[src/sv/i2cm_pkg.sv]
// shared types, codes and reset values of the i2c master transaction unit
package i2cm_pkg;

  // default width of the bus delay counter
  localparam int unsigned DELAY_WIDTH_DEF = 16;

  // command codes of an input beat
  localparam logic [1:0] CMD_TICK   = 2'd0;
  localparam logic [1:0] CMD_BEGIN  = 2'd1;
  localparam logic [1:0] CMD_SUPPLY = 2'd2;

  // configuration register indexes
  localparam int unsigned CFG_IDX_W = 2;
  localparam logic [CFG_IDX_W-1:0] CFG_LOW_TICKS  = 2'd0;
  localparam logic [CFG_IDX_W-1:0] CFG_HIGH_TICKS = 2'd1;
  localparam logic [CFG_IDX_W-1:0] CFG_FAST_MODE  = 2'd2;
  localparam int unsigned CFG_DATA_W = 16;

  // configuration reset values
  localparam logic [15:0] LOW_TICKS_RST  = 16'd10;
  localparam logic [15:0] HIGH_TICKS_RST = 16'd8;

  // bus sequencer phases
  localparam logic [3:0] PH_IDLE        = 4'd0;
  localparam logic [3:0] PH_WAIT_SCL    = 4'd1;
  localparam logic [3:0] PH_START_SETUP = 4'd2;
  localparam logic [3:0] PH_START_HOLD  = 4'd3;
  localparam logic [3:0] PH_BIT_LOW     = 4'd4;
  localparam logic [3:0] PH_BIT_WAIT    = 4'd5;
  localparam logic [3:0] PH_BIT_HIGH    = 4'd6;
  localparam logic [3:0] PH_GAP         = 4'd7;
  localparam logic [3:0] PH_WAIT_WRITE  = 4'd8;
  localparam logic [3:0] PH_STOP_WAIT   = 4'd9;
  localparam logic [3:0] PH_STOP_HOLD   = 4'd10;
  localparam logic [3:0] PH_STOP_SETUP  = 4'd11;

  // bit positions within a byte frame
  localparam logic [3:0] BIT_LAST_DATA = 4'd7;
  localparam logic [3:0] BIT_ACK       = 4'd8;
  localparam logic [3:0] BIT_ACK_DONE  = 4'd9;

  // input beat payload
  typedef struct packed {
    logic [1:0] command;
    logic [7:0] data_byte;
    logic [7:0] byte_count;
    logic       sda_in;
    logic       scl_in;
  } in_beat_t;

  // result beat payload
  typedef struct packed {
    logic       scl_out;
    logic       sda_out;
    logic [7:0] read_byte;
    logic       read_valid;
    logic       write_wanted;
    logic       busy_res;
    logic       done_res;
    logic       nacked;
  } out_beat_t;

  // timing configuration seen by the sequencer
  typedef struct packed {
    logic [15:0] low_ticks;
    logic [15:0] high_ticks;
    logic        fast_mode;
  } cfg_t;

  // hand-off between the input register and the result register
  typedef struct packed {
    logic s1_valid;
    logic take;
  } stage_ctl_t;

endpackage

[src/sv/i2cm_in_if.sv]
// input channel of the i2c master transaction unit
interface i2cm_in_if import i2cm_pkg::*; ();
  logic     valid;
  logic     ready;
  in_beat_t beat;

  modport source (output valid, output beat, input ready);
  modport sink (input valid, input beat, output ready);
endinterface

[src/sv/i2cm_out_if.sv]
// result channel of the i2c master transaction unit
interface i2cm_out_if import i2cm_pkg::*; ();
  logic      valid;
  logic      ready;
  out_beat_t beat;

  modport source (output valid, output beat, input ready);
  modport sink (input valid, input beat, output ready);
endinterface

[src/sv/i2cm_in_stage.sv]
// input register stage of the i2c master transaction unit
module i2cm_in_stage import i2cm_pkg::*; (
  input  logic       clk,
  input  logic       rst_n,
  i2cm_in_if.sink    in_ch,
  input  logic       take,
  output logic       s1_valid,
  output in_beat_t   s1_beat
);

  logic     s1_valid_r, s1_valid_nxt;
  in_beat_t s1_beat_r;
  logic     accept;

  // stage can take a beat when empty or when its beat moves on
  assign in_ch.ready = !s1_valid_r || take;
  assign accept      = in_ch.valid && in_ch.ready;

  always_comb begin
    s1_valid_nxt = s1_valid_r;
    if (accept) begin
      s1_valid_nxt = 1'b1;
    end else if (take) begin
      s1_valid_nxt = 1'b0;
    end
  end

  always_ff @(posedge clk) begin
    if (!rst_n) begin
      s1_valid_r <= 1'b0;
    end else begin
      s1_valid_r <= s1_valid_nxt;
    end
  end

  // payload register, no reset
  always_ff @(posedge clk) begin
    if (accept) begin
      s1_beat_r <= in_ch.beat;
    end
  end

  assign s1_valid = s1_valid_r;
  assign s1_beat  = s1_beat_r;

endmodule

[src/sv/i2cm_core.sv]
// bus sequencer state and one-step next-state logic of the i2c master
module i2cm_core import i2cm_pkg::*; #(
  parameter int unsigned DELAY_WIDTH = DELAY_WIDTH_DEF
) (
  input  logic       clk,
  input  logic       rst_n,
  input  cfg_t       cfg,
  input  logic       step_en,
  input  in_beat_t   beat,
  output out_beat_t  res
);

  logic [3:0]             phase_r, phase_nxt;
  logic [DELAY_WIDTH-1:0] delay_r, delay_nxt;
  logic [3:0]             bit_idx_r, bit_idx_nxt;
  logic [7:0]             shift_r, shift_nxt;
  logic [7:0]             left_r, left_nxt;
  logic                   addr_pend_r, addr_pend_nxt;
  logic                   wr_dir_r, wr_dir_nxt;

  logic [DELAY_WIDTH-1:0] lo_load, hi_load, setup_load;
  logic                   dly_last;
  logic                   sending;
  logic                   send_nxt;
  logic                   drive;
  logic                   rvalid, done, nack;
  logic                   scl_o, sda_o;

  // delay reload values cut or widened to the counter width
  assign lo_load    = DELAY_WIDTH'(cfg.low_ticks);
  assign hi_load    = DELAY_WIDTH'(cfg.high_ticks);
  assign setup_load = cfg.fast_mode ? hi_load : lo_load;
  assign dly_last   = (delay_r <= DELAY_WIDTH'(1));
  assign sending    = addr_pend_r || wr_dir_r;

  // next state for one beat
  always_comb begin
    phase_nxt     = phase_r;
    delay_nxt     = delay_r;
    bit_idx_nxt   = bit_idx_r;
    shift_nxt     = shift_r;
    left_nxt      = left_r;
    addr_pend_nxt = addr_pend_r;
    wr_dir_nxt    = wr_dir_r;
    rvalid        = 1'b0;
    done          = 1'b0;
    nack          = 1'b0;
    unique case (beat.command)
      CMD_BEGIN: begin
        if (phase_r == PH_IDLE) begin
          wr_dir_nxt    = !beat.data_byte[0];
          shift_nxt     = beat.data_byte;
          left_nxt      = (beat.byte_count == 8'd0) ? 8'd1 : beat.byte_count;
          addr_pend_nxt = 1'b1;
          bit_idx_nxt   = 4'd0;
          phase_nxt     = PH_WAIT_SCL;
        end
      end
      CMD_SUPPLY: begin
        if (phase_r == PH_WAIT_WRITE) begin
          shift_nxt   = beat.data_byte;
          bit_idx_nxt = 4'd0;
          phase_nxt   = PH_BIT_LOW;
          delay_nxt   = lo_load;
        end
      end
      CMD_TICK: begin
        // countdown of the running delay
        if (!dly_last && (phase_r == PH_START_SETUP || phase_r == PH_START_HOLD ||
            phase_r == PH_BIT_LOW || phase_r == PH_BIT_HIGH || phase_r == PH_GAP ||
            phase_r == PH_STOP_HOLD || phase_r == PH_STOP_SETUP)) begin
          delay_nxt = delay_r - DELAY_WIDTH'(1);
        end
        unique case (phase_r)
          PH_IDLE, PH_WAIT_WRITE: begin
          end
          PH_WAIT_SCL: begin
            if (beat.scl_in) begin
              delay_nxt = setup_load;
              phase_nxt = PH_START_SETUP;
            end
          end
          PH_START_SETUP: begin
            if (dly_last) begin
              delay_nxt = hi_load;
              phase_nxt = PH_START_HOLD;
            end
          end
          PH_START_HOLD: begin
            if (dly_last) begin
              bit_idx_nxt = 4'd0;
              delay_nxt   = lo_load;
              phase_nxt   = PH_BIT_LOW;
            end
          end
          PH_BIT_LOW: begin
            if (dly_last) begin
              phase_nxt = PH_BIT_WAIT;
            end
          end
          PH_BIT_WAIT: begin
            if (beat.scl_in) begin
              delay_nxt = hi_load;
              phase_nxt = PH_BIT_HIGH;
            end
          end
          PH_BIT_HIGH: begin
            if (dly_last) begin
              shift_nxt = {shift_r[6:0], beat.sda_in};
              if (bit_idx_r < BIT_LAST_DATA) begin
                bit_idx_nxt = bit_idx_r + 4'd1;
                delay_nxt   = lo_load;
                phase_nxt   = PH_BIT_LOW;
              end else begin
                bit_idx_nxt = (bit_idx_r < BIT_ACK) ? BIT_ACK : BIT_ACK_DONE;
                delay_nxt   = lo_load;
                phase_nxt   = PH_GAP;
              end
            end
          end
          PH_GAP: begin
            if (dly_last) begin
              if (bit_idx_r <= BIT_ACK) begin
                // data byte finished, go clock the acknowledge
                rvalid      = !sending;
                bit_idx_nxt = BIT_ACK;
                delay_nxt   = lo_load;
                phase_nxt   = PH_BIT_LOW;
              end else if (sending && shift_r[0]) begin
                // slave refused: abort without stop
                nack          = 1'b1;
                addr_pend_nxt = 1'b0;
                left_nxt      = 8'd0;
                shift_nxt     = 8'hFF;
                bit_idx_nxt   = 4'd0;
                phase_nxt     = PH_IDLE;
              end else begin
                addr_pend_nxt = 1'b0;
                shift_nxt     = 8'hFF;
                bit_idx_nxt   = 4'd0;
                if (left_r <= 8'd1) begin
                  left_nxt  = 8'd0;
                  phase_nxt = PH_STOP_WAIT;
                end else begin
                  left_nxt = left_r - 8'd1;
                  if (wr_dir_r) begin
                    phase_nxt = PH_WAIT_WRITE;
                  end else begin
                    delay_nxt = lo_load;
                    phase_nxt = PH_BIT_LOW;
                  end
                end
              end
            end
          end
          PH_STOP_WAIT: begin
            if (beat.scl_in) begin
              delay_nxt = hi_load;
              phase_nxt = PH_STOP_HOLD;
            end
          end
          PH_STOP_HOLD: begin
            if (dly_last) begin
              delay_nxt = lo_load;
              phase_nxt = PH_STOP_SETUP;
            end
          end
          PH_STOP_SETUP: begin
            if (dly_last) begin
              done      = 1'b1;
              phase_nxt = PH_IDLE;
            end
          end
          default: begin
            phase_nxt = PH_IDLE;
          end
        endcase
      end
      default: begin
      end
    endcase
  end

  // line drive from the updated state
  assign send_nxt = addr_pend_nxt || wr_dir_nxt;
  assign drive    = (bit_idx_nxt < BIT_ACK) ? shift_nxt[7] :
                    (send_nxt ? 1'b1 : (left_nxt <= 8'd1));

  always_comb begin
    scl_o = 1'b1;
    sda_o = 1'b1;
    unique case (phase_nxt)
      PH_START_HOLD: sda_o = 1'b0;
      PH_BIT_LOW: begin
        scl_o = 1'b0;
        sda_o = drive;
      end
      PH_BIT_WAIT, PH_BIT_HIGH: sda_o = drive;
      PH_GAP, PH_WAIT_WRITE: scl_o = 1'b0;
      PH_STOP_WAIT, PH_STOP_HOLD: sda_o = 1'b0;
      default: begin
      end
    endcase
  end

  always_comb begin
    res.scl_out      = scl_o;
    res.sda_out      = sda_o;
    res.read_byte    = rvalid ? shift_r : 8'd0;
    res.read_valid   = rvalid;
    res.write_wanted = (phase_nxt == PH_WAIT_WRITE);
    res.busy_res     = (phase_nxt != PH_IDLE) && (phase_nxt <= PH_STOP_SETUP);
    res.done_res     = done;
    res.nacked       = nack;
  end

  // sequencer state, advanced once per beat
  always_ff @(posedge clk) begin
    if (!rst_n) begin
      phase_r     <= PH_IDLE;
      delay_r     <= '0;
      bit_idx_r   <= 4'd0;
      shift_r     <= 8'hFF;
      left_r      <= 8'd0;
      addr_pend_r <= 1'b0;
      wr_dir_r    <= 1'b0;
    end else if (step_en) begin
      phase_r     <= phase_nxt;
      delay_r     <= delay_nxt;
      bit_idx_r   <= bit_idx_nxt;
      shift_r     <= shift_nxt;
      left_r      <= left_nxt;
      addr_pend_r <= addr_pend_nxt;
      wr_dir_r    <= wr_dir_nxt;
    end
  end

endmodule

[src/sv/i2cm_out_stage.sv]
// result register stage of the i2c master transaction unit
module i2cm_out_stage import i2cm_pkg::*; (
  input  logic        clk,
  input  logic        rst_n,
  input  out_beat_t   res,
  input  logic        s1_valid,
  output stage_ctl_t  ctl,
  i2cm_out_if.source  out_ch
);

  logic      out_valid_r, out_valid_nxt;
  out_beat_t out_beat_r;
  logic      take;
  logic      load;

  // the register frees up when empty or when its beat leaves
  assign take = !out_valid_r || out_ch.ready;
  assign load = s1_valid && take;

  always_comb begin
    out_valid_nxt = out_valid_r;
    if (load) begin
      out_valid_nxt = 1'b1;
    end else if (out_ch.ready) begin
      out_valid_nxt = 1'b0;
    end
  end

  always_ff @(posedge clk) begin
    if (!rst_n) begin
      out_valid_r <= 1'b0;
    end else begin
      out_valid_r <= out_valid_nxt;
    end
  end

  // payload register, no reset
  always_ff @(posedge clk) begin
    if (load) begin
      out_beat_r <= res;
    end
  end

  assign out_ch.valid = out_valid_r;
  assign out_ch.beat  = out_beat_r;
  assign ctl.s1_valid = s1_valid;
  assign ctl.take     = take;

endmodule

[src/sv/i2c_master_transaction_unit.sv]
// top level of the i2c master transaction unit
//
//   channel  | dir | handshake            | payload
//   in_ch    | in  | valid/ready          | command, data_byte, byte_count, sda_in, scl_in
//   out_ch   | out | valid/ready          | scl_out, sda_out, read_byte, read_valid,
//            |     |                      | write_wanted, busy_res, done_res, nacked
//   cfg_*    | in  | cfg_we, no back-pres | cfg_index, cfg_data
//
// one beat per clock while out_ch does not stall; a beat enters the input register at
// acceptance, its result enters the result register when free (one sequencer step)
// reset is synchronous on rst_n: sequencer idle, timing registers at 10 and 8, fast_mode 0
// a stalled out_ch holds its beat; the input register still takes one more beat,
// then in_ch.ready drops until the result register frees
module i2c_master_transaction_unit import i2cm_pkg::*; #(
  parameter int unsigned DELAY_WIDTH = DELAY_WIDTH_DEF
) (
  input  logic                  clk,
  input  logic                  rst_n,
  i2cm_in_if.sink               in_ch,
  i2cm_out_if.source            out_ch,
  input  logic                  cfg_we,
  input  logic [CFG_IDX_W-1:0]  cfg_index,
  input  logic [CFG_DATA_W-1:0] cfg_data
);

  cfg_t       cfg_r, cfg_nxt;
  stage_ctl_t ctl;
  logic       s1_valid;
  in_beat_t   s1_beat;
  out_beat_t  res;

  // configuration register writes
  always_comb begin
    cfg_nxt = cfg_r;
    if (cfg_we) begin
      unique case (cfg_index)
        CFG_LOW_TICKS:  cfg_nxt.low_ticks  = cfg_data;
        CFG_HIGH_TICKS: cfg_nxt.high_ticks = cfg_data;
        CFG_FAST_MODE:  cfg_nxt.fast_mode  = cfg_data[0];
        default: begin
        end
      endcase
    end
  end

  always_ff @(posedge clk) begin
    if (!rst_n) begin
      cfg_r.low_ticks  <= LOW_TICKS_RST;
      cfg_r.high_ticks <= HIGH_TICKS_RST;
      cfg_r.fast_mode  <= 1'b0;
    end else begin
      cfg_r <= cfg_nxt;
    end
  end

  i2cm_in_stage u_in_stage (
    .clk      (clk),
    .rst_n    (rst_n),
    .in_ch    (in_ch),
    .take     (ctl.take),
    .s1_valid (s1_valid),
    .s1_beat  (s1_beat)
  );

  i2cm_core #(
    .DELAY_WIDTH (DELAY_WIDTH)
  ) u_core (
    .clk     (clk),
    .rst_n   (rst_n),
    .cfg     (cfg_r),
    .step_en (ctl.s1_valid && ctl.take),
    .beat    (s1_beat),
    .res     (res)
  );

  i2cm_out_stage u_out_stage (
    .clk      (clk),
    .rst_n    (rst_n),
    .res      (res),
    .s1_valid (s1_valid),
    .ctl      (ctl),
    .out_ch   (out_ch)
  );

`ifndef SYNTHESIS
  // input side only stalls when both registers hold beats and the output is blocked
  assert property (@(posedge clk) disable iff (!rst_n)
    !in_ch.ready |-> (s1_valid && out_ch.valid && !out_ch.ready))
    else $error("input stalled without a full pipeline");

  // a finished stop leaves the sequencer idle
  assert property (@(posedge clk) disable iff (!rst_n)
    (out_ch.valid && out_ch.beat.done_res) |-> !out_ch.beat.busy_res)
    else $error("done reported while still busy");

  // an abort releases both bus lines at once
  assert property (@(posedge clk) disable iff (!rst_n)
    (out_ch.valid && out_ch.beat.nacked) |->
      (out_ch.beat.scl_out && out_ch.beat.sda_out && !out_ch.beat.busy_res))
    else $error("nack abort left a line driven");

  // a received byte is followed at once by the acknowledge clock low period
  assert property (@(posedge clk) disable iff (!rst_n)
    (out_ch.valid && out_ch.beat.read_valid) |->
      (!out_ch.beat.scl_out && out_ch.beat.busy_res && !out_ch.beat.write_wanted))
    else $error("read byte delivered outside the acknowledge slot");
`endif

endmodule
[src/flat_wrapper.sv]
// flat-port wrapper written by rule: the top's interface ports become plain ports
module i2c_master_transaction_unit_flat import i2cm_pkg::*;
#(
  parameter int unsigned DELAY_WIDTH = DELAY_WIDTH_DEF
)
  (clk, rst_n, cfg_we, cfg_index, cfg_data, in_ch_valid, in_ch_beat, in_ch_ready, out_ch_valid, out_ch_beat, out_ch_ready);
  i2cm_in_if in_ch_i ();
  i2cm_out_if out_ch_i ();
  input  logic clk;
  input  logic rst_n;
  input  logic cfg_we;
  input  logic [CFG_IDX_W-1:0] cfg_index;
  input  logic [CFG_DATA_W-1:0] cfg_data;
  input wire logic [$bits(in_ch_i.valid)-1:0] in_ch_valid;
  input wire logic [$bits(in_ch_i.beat)-1:0] in_ch_beat;
  output wire logic [$bits(in_ch_i.ready)-1:0] in_ch_ready;
  output wire logic [$bits(out_ch_i.valid)-1:0] out_ch_valid;
  output wire logic [$bits(out_ch_i.beat)-1:0] out_ch_beat;
  input wire logic [$bits(out_ch_i.ready)-1:0] out_ch_ready;
  assign in_ch_i.valid = in_ch_valid;
  assign in_ch_i.beat = in_ch_beat;
  assign in_ch_ready = in_ch_i.ready;
  assign out_ch_valid = out_ch_i.valid;
  assign out_ch_beat = out_ch_i.beat;
  assign out_ch_i.ready = out_ch_ready;
  i2c_master_transaction_unit #(.DELAY_WIDTH(DELAY_WIDTH)) u_core (.clk(clk), .rst_n(rst_n), .in_ch(in_ch_i), .out_ch(out_ch_i), .cfg_we(cfg_we), .cfg_index(cfg_index), .cfg_data(cfg_data));
endmodule
[config.mk]
export PLATFORM = sky130hd
export DESIGN_NAME = i2c_master_transaction_unit_flat
export DESIGN_NICKNAME = d
export VERILOG_FILES = /design/src/sv/i2cm_pkg.sv /design/src/sv/i2cm_in_if.sv /design/src/sv/i2cm_out_if.sv /design/src/sv/i2cm_in_stage.sv /design/src/sv/i2cm_core.sv /design/src/sv/i2cm_out_stage.sv /design/src/sv/i2c_master_transaction_unit.sv /design/src/flat_wrapper.sv
export SDC_FILE = /design/constraint.sdc
export NUM_CORES = 1
export LEC_CHECK = 0
export ABC_AREA = 1
export BUFFER_PORTS_ARGS = -buffer_cell sky130_fd_sc_hd__buf_4
export CAP_MARGIN = 20
export CORE_AREA = 2 2 116 118
export CTS_BUF_LIST = sky130_fd_sc_hd__clkbuf_4 sky130_fd_sc_hd__clkbuf_8
export DETAILED_ROUTE_END_ITERATION = 16
export DIE_AREA = 0 0 118 120
export HOLD_SLACK_MARGIN = 0.15
export PLACE_DENSITY_LB_ADDON = 0.08
export SYNTH_ARGS = -nofsm -noshare
export SYNTH_HDL_FRONTEND = slang
export SYNTH_SLANG_ARGS = --single-unit
[constraint.sdc]
create_clock -name clk -period 2.2 [get_ports clk]
set_input_delay 0.22 -clock clk [delete_from_list [all_inputs] [get_ports clk]]
set_output_delay 0.22 -clock clk [all_outputs]
set_load 0.01 [all_outputs]
Word-level counts from Yosys, hierarchy flattened
Index checks and enable logic that the tools add are counted.
{ "op_classes": {"magnitude_cmp": 8, "bitwise_logic": 3, "n_reduce_logical": 42, "mul": 0, "eq_ne": 29, "muxes": 79, "n_div": 0, "addsub": 3, "shift": 0} }
{ "op_table": {"columns": ["operator", "count"], "rows": [
  ["two-way mux 16 bit", 12],
  ["two-way mux 8 bit", 12],
  ["two-way mux 4 bit", 23],
  ["one-hot mux 16 bit (5 select lines)", 1],
  ["one-hot mux 4 bit (11 select lines)", 1],
  ["one-hot mux 4 bit (3 select lines)", 3],
  ["== test 4 x 3 -> 1 bit (second input constant)", 8],
  ["one-hot mux 16 bit (2 select lines)", 1],
  ["one-hot mux 8 bit (2 select lines)", 2],
  ["== test 4 bit (second input constant)", 7],
  ["one-hot mux 8 bit (3 select lines)", 1],
  ["two-way mux 1 bit", 20],
  ["less-or-equal comparator 16 x 1 -> 1 bit (second input constant)", 1],
  ["less-or-equal comparator 8 x 1 -> 1 bit (second input constant)", 2],
  ["subtractor 16 x 1 -> 16 bit (second input constant)", 1],
  ["== test 4 x 2 -> 1 bit (second input constant)", 3],
  ["inequality test 3 bit (second input constant)", 4],
  ["OR reduction 3 bit", 4],
  ["logical OR 1 bit", 10],
  ["less-or-equal comparator 4 bit (second input constant)", 2],
  ["zero test 8 bit", 1],
  ["< comparator 4 bit (second input constant)", 2],
  ["AND reduction 2 bit", 4],
  ["AND reduction 8 bit", 1],
  ["other kinds (20)", 38]
]} }
{ "totals": {"mem_bits_ro": 0, "out_inout_bits": 17, "memories": 0, "latch_bits": 0, "register_bits": 112, "in_bits": 43, "mem_bits_rw": 0, "elab_cells": 190} }

Depth between registers and ports, before layout
{ "depth": {"word_depth": 16, "depth_mapped": 18, "mapped_depth_nobuf": 17} }

Modules after synthesis
From an unflattened synthesis, not the netlist that was laid out.
{ "unflattened": {"hier_cells": 1144, "hier_area_um2": 7519.7} }
{ "modules_own_cells": {"columns": ["mod", "area_each_um2", "cells_per_inst", "instances", "seq_area_each_um2"], "rows": [
  ["i2cm_core", 4942.2, 879, 1, 840.8],
  ["i2c_master_transaction_unit", 1408.9, 214, 1, 660.6],
  ["i2cm_in_stage", 651.9, 27, 1, 620.6],
  ["i2cm_out_stage", 516.7, 24, 1, 470.5]
]} }

Worst setup path after synthesis
Ideal clock, no wire load.
{ "synth_timing": {"path_type": "reg-to-reg", "from": "reg u_core.u_in_stage.s1_beat_r, in the netlist u_core.u_in_stage.s1_beat[18]", "to": "reg u_core.u_out_stage.out_beat_r, in the netlist u_core.u_out_stage.out_ch.beat[13] (data pin)", "n_path_buf": 1, "path_stages_with_launch": 13, "arrival_ns": 1.853, "setup_slack_ns": 0.095, "cell_sequence": "edfxtp_1 > inv_1 > ha_1 > buf_4 > clkinv_1 > nor3_1 > nand2_1 > o21ai_0 > nand3_1 > nand2_1 > nor2_1 > nand2_1 > nand2_1"} }
{ "synth_rtl": {"columns": ["item", "line", "rtl"], "rows": [
  ["start: declaration", "i2cm_in_stage.sv:12", "in_beat_t s1_beat_r;"],
  ["start signal: assignment", "i2cm_in_stage.sv:39", "s1_beat_r <= in_ch.beat;"],
  ["end signal: assignment", "i2cm_out_stage.sv:40", "out_beat_r <= res;"],
  ["end: declaration", "i2cm_out_stage.sv:12", "out_beat_t out_beat_r;"]
]} }

==> results.cfg <==
[clock_tree]
cts_buffers = 9
clockRootBuffer = clkbuf_8
cts_tree = yes
cts_buffer_depth = 2
clkLatencyLatePin_ps = 400
cts.sinks = 112
clkTransAtPathRegs_ps = 120
h-tree-depth = 3

[logic_synthesis]
seq_area_frac_synth_pct = 36.85
ys_dominant_reg_cell = dfxtp_1
synth_top_cell_by_area = dfxtp_1
ys_seq_elements = 112
post_synth.cell_area_avg_sq_um = 6.771
synth_most_common_cell = nand2_1
synth_edf_count = 35
synth_top_cells_by_count = nand2_1 (227), nor2_1 (125), o21ai_0 (121)
yosysUniqueCellTypes = 50
synth.area.top_cells = dfxtp_1 (22%), edfxtp_1 (15%), nand2_1 (12%), o21ai_0 (8.6%), a21oi_1 (7.4%)
async_flop_share_pct = 0
synth_warnings = 0
syn-num-nets = 1092
yosys.area.top_type_share_pct = 21.91
netlist_area_sq_mm = 0.007035
synth_cells = 1039

[job]
cap_violations = 0

[final_layout]
final_cells = 1397
utilization_pct = 70.82
fillers = 1167
syn2layout_area_growth_pct = 30.66
regArea_sq_mm = 0.002604
multi_input_area_sq_mm = 0.004008
nets = 1269
final_layout_size_suffix_gt1_share_pct = 21.95
n_antenna_cell = 0

[critical_path]
required_ps = 2360
cp_cell_sequence = inv_4 -> ha_4 -> nor2_2 -> nor2_4 -> nand3_4 -> buf_6 -> nand2_1 -> nand2_1 -> nand3_1 -> o21ai_2 -> nand2_2 -> nor2_4 -> inv_1 -> nor2_4 -> a21oi_1
crit_top_cell = nor2_4
crit_arrival_ps = 2360
critPathKind = reg -> reg
crit_path_max_incr_delay_ps = 400
start_kind = register
end_kind = register
crit_slowest_cell = dfxtp_4
crit_fanout = 7

[power_and_ir_drop]
powerDensity_mw_per_mm2 = 558.0
vdd_ir_drop_max_mv = 0.4172
static-leakage-power_nw = 4.350

[global_route]
gr-total-overflow = 0
grt_first_pass_wirelength_um = 35540
grt_max_degree = 55
antenna_found_initial = 0
grt_pass1_vias = 7406
gr-usage-all-layers_pct = 31.52

[timing]
rsz0062_at_grt = yes
fin_crit_sh_pct = 100.0
slew_violations = 0
hold_viol_final = 0
worst_pin_slew_ps = 712.0
clock.fmax_mhz = 454.4
setup_ws_ps = -0.4690
final.min_clock_period_ps = 2200
finalClockSkew_ps = 18.36
tns_ps = -0.4690
finalSetupViolCount = 1
hold_slack_ps = 396.0
maxSlewHeadroom_pct = 52.48

[placed_design]
dp.cells = 1331
hpwl_um = 15820
gp_congestion = 0.9346
dpl_worst_slack_ps = -200.4
port_buffers = 59

[route]
vias = 7633
wl_per_cell_um = 15.64
post-route-drc-count = 0
first_pass_iters = 5
finalWirelength_um = 21850
drt_iter0_markers = 655
drt-vias-per-instance = 5.464
antenna_left = 0

[floorplan]
ios = 60
initial_core_util_pct = 54.20
die_h_um = 120
rows = 42
die_area_sq_mm = 0.01416
core_area_sq_mm = 0.01298
die_x_um = 118

[status]
violations = setup timing
status = finished, violations left

[hold_path]
hold_class = in -> reg
## per-stage QoR
| stage | instance area, sq um | total power, mW |
|---|---|---|
| global placement | 8263 | 3.694 |
| finish | 9193 | 5.130 |
| CTS | 8924 | 5.008 |
| global route | 9193 | 5.391 |
| detailed placement | 8263 | 3.707 |
| floorplan | 7036 | 3.197 |
## where the power goes
part	switching, mW	internal (mW)	leakage, nW	total [mW]
Sequential	0.0870	2.24	0.964	2.33
Combinational	0.911	0.635	3.29	1.55
Clock	0.777	0.478	0.0998	1.25
Total	1.77	3.36	4.35	5.13
## placed cells by master (no fill, tap or decap), drive strengths merged, types with 13 or more instances in the layout
cell,instances
edfxtp,35
nor3,20
a21oi,109
nor2,134
o21ai,134
nand2,235
dlygate4sd3,42
o211ai,13
dfxtp,77
buf,165
nand3,44
inv,128
## sequential cells by signal, summed over array words and instances, names as in the netlist
register	flops
u_core.u_core.delay_r	16
u_core.u_out_stage.out_ch.valid	1
u_core.u_core.left_r	8
u_core.u_in_stage.s1_beat	20
u_core.u_core.phase_r	4
u_core.u_core.addr_pend_r	1
u_core.u_in_stage.s1_valid	1
u_core.cfg_r	33
u_core.u_core.wr_dir_r	1
u_core.u_out_stage.out_ch.beat	15
u_core.u_core.bit_idx_r	4
u_core.u_core.shift_r	8
## area by class of cell
class	instances	share of cell area, %
sequential	112	28.32
clock buffer	11	1.579
clock inverter	5	0.5036
timing repair buffer	207	18.39
inverter	125	5.213
tap	176	2.396
multi-input combinational	761	43.60
## routing by layer
layer / global-route usage (%) / up-vias / part of all wire, %
met4: 15.59 / 0 / 4.7
met3: 4.563 / 76 / 4.1
met5: 0 / - / 0
met1: 36.38 / 3488 / 40
met2: 57.05 / 242 / 51
li1: - / 3827 / -
## worst max-delay path: cells and delay by family (launching register included)
family	cells	cell delay [ps]
flops	1	400
fa+ha+maj	1	150
compound gates	2	190
buf+inv	3	270
simple gates	9	920
## what timing repair did
| action | in CTS | in global routing |
|---|---|---|
| pin swaps | 5 | 11 |
| hold endpoints to repair | 53 | 0 |
| hold buffers | 42 | 0 |
| setup buffers | 3 | 5 |
| setup endpoints to repair | 12 | 43 |
| resized for setup | 12 | 75 |
## kinds of logic after synthesis
group | after synthesis | synth area share [%]
AOI/OAI and AO/OA | 290 | 23.21
xor gates and xnor gates | 11 | 1.369
adders and majority gates | 10 | 1.778
buffers and inverters | 166 | 9.283
DFF | 112 | 36.85
and+or+nand+nor | 450 | 27.51
## final timing paths
| path | slack [ps] | startpoint | endpoint | cells after the start |
|---|---|---|---|---|
| max | -0.5 | u_core.u_core.delay_r[0] | u_core.u_out_stage.out_ch.beat[14] | 15 |
| min | 400 | rst_n | u_core.u_core.shift_r[2] | 3 |
| max reg2reg | -0.5 | u_core.u_core.delay_r[0] | u_core.u_out_stage.out_ch.beat[14] | 15 |
| min reg2reg | 490 | u_core.u_core.bit_idx_r[1] | u_core.u_core.bit_idx_r[1] | 2 |
No activity file was read; power rests on OpenSTA's default activity.
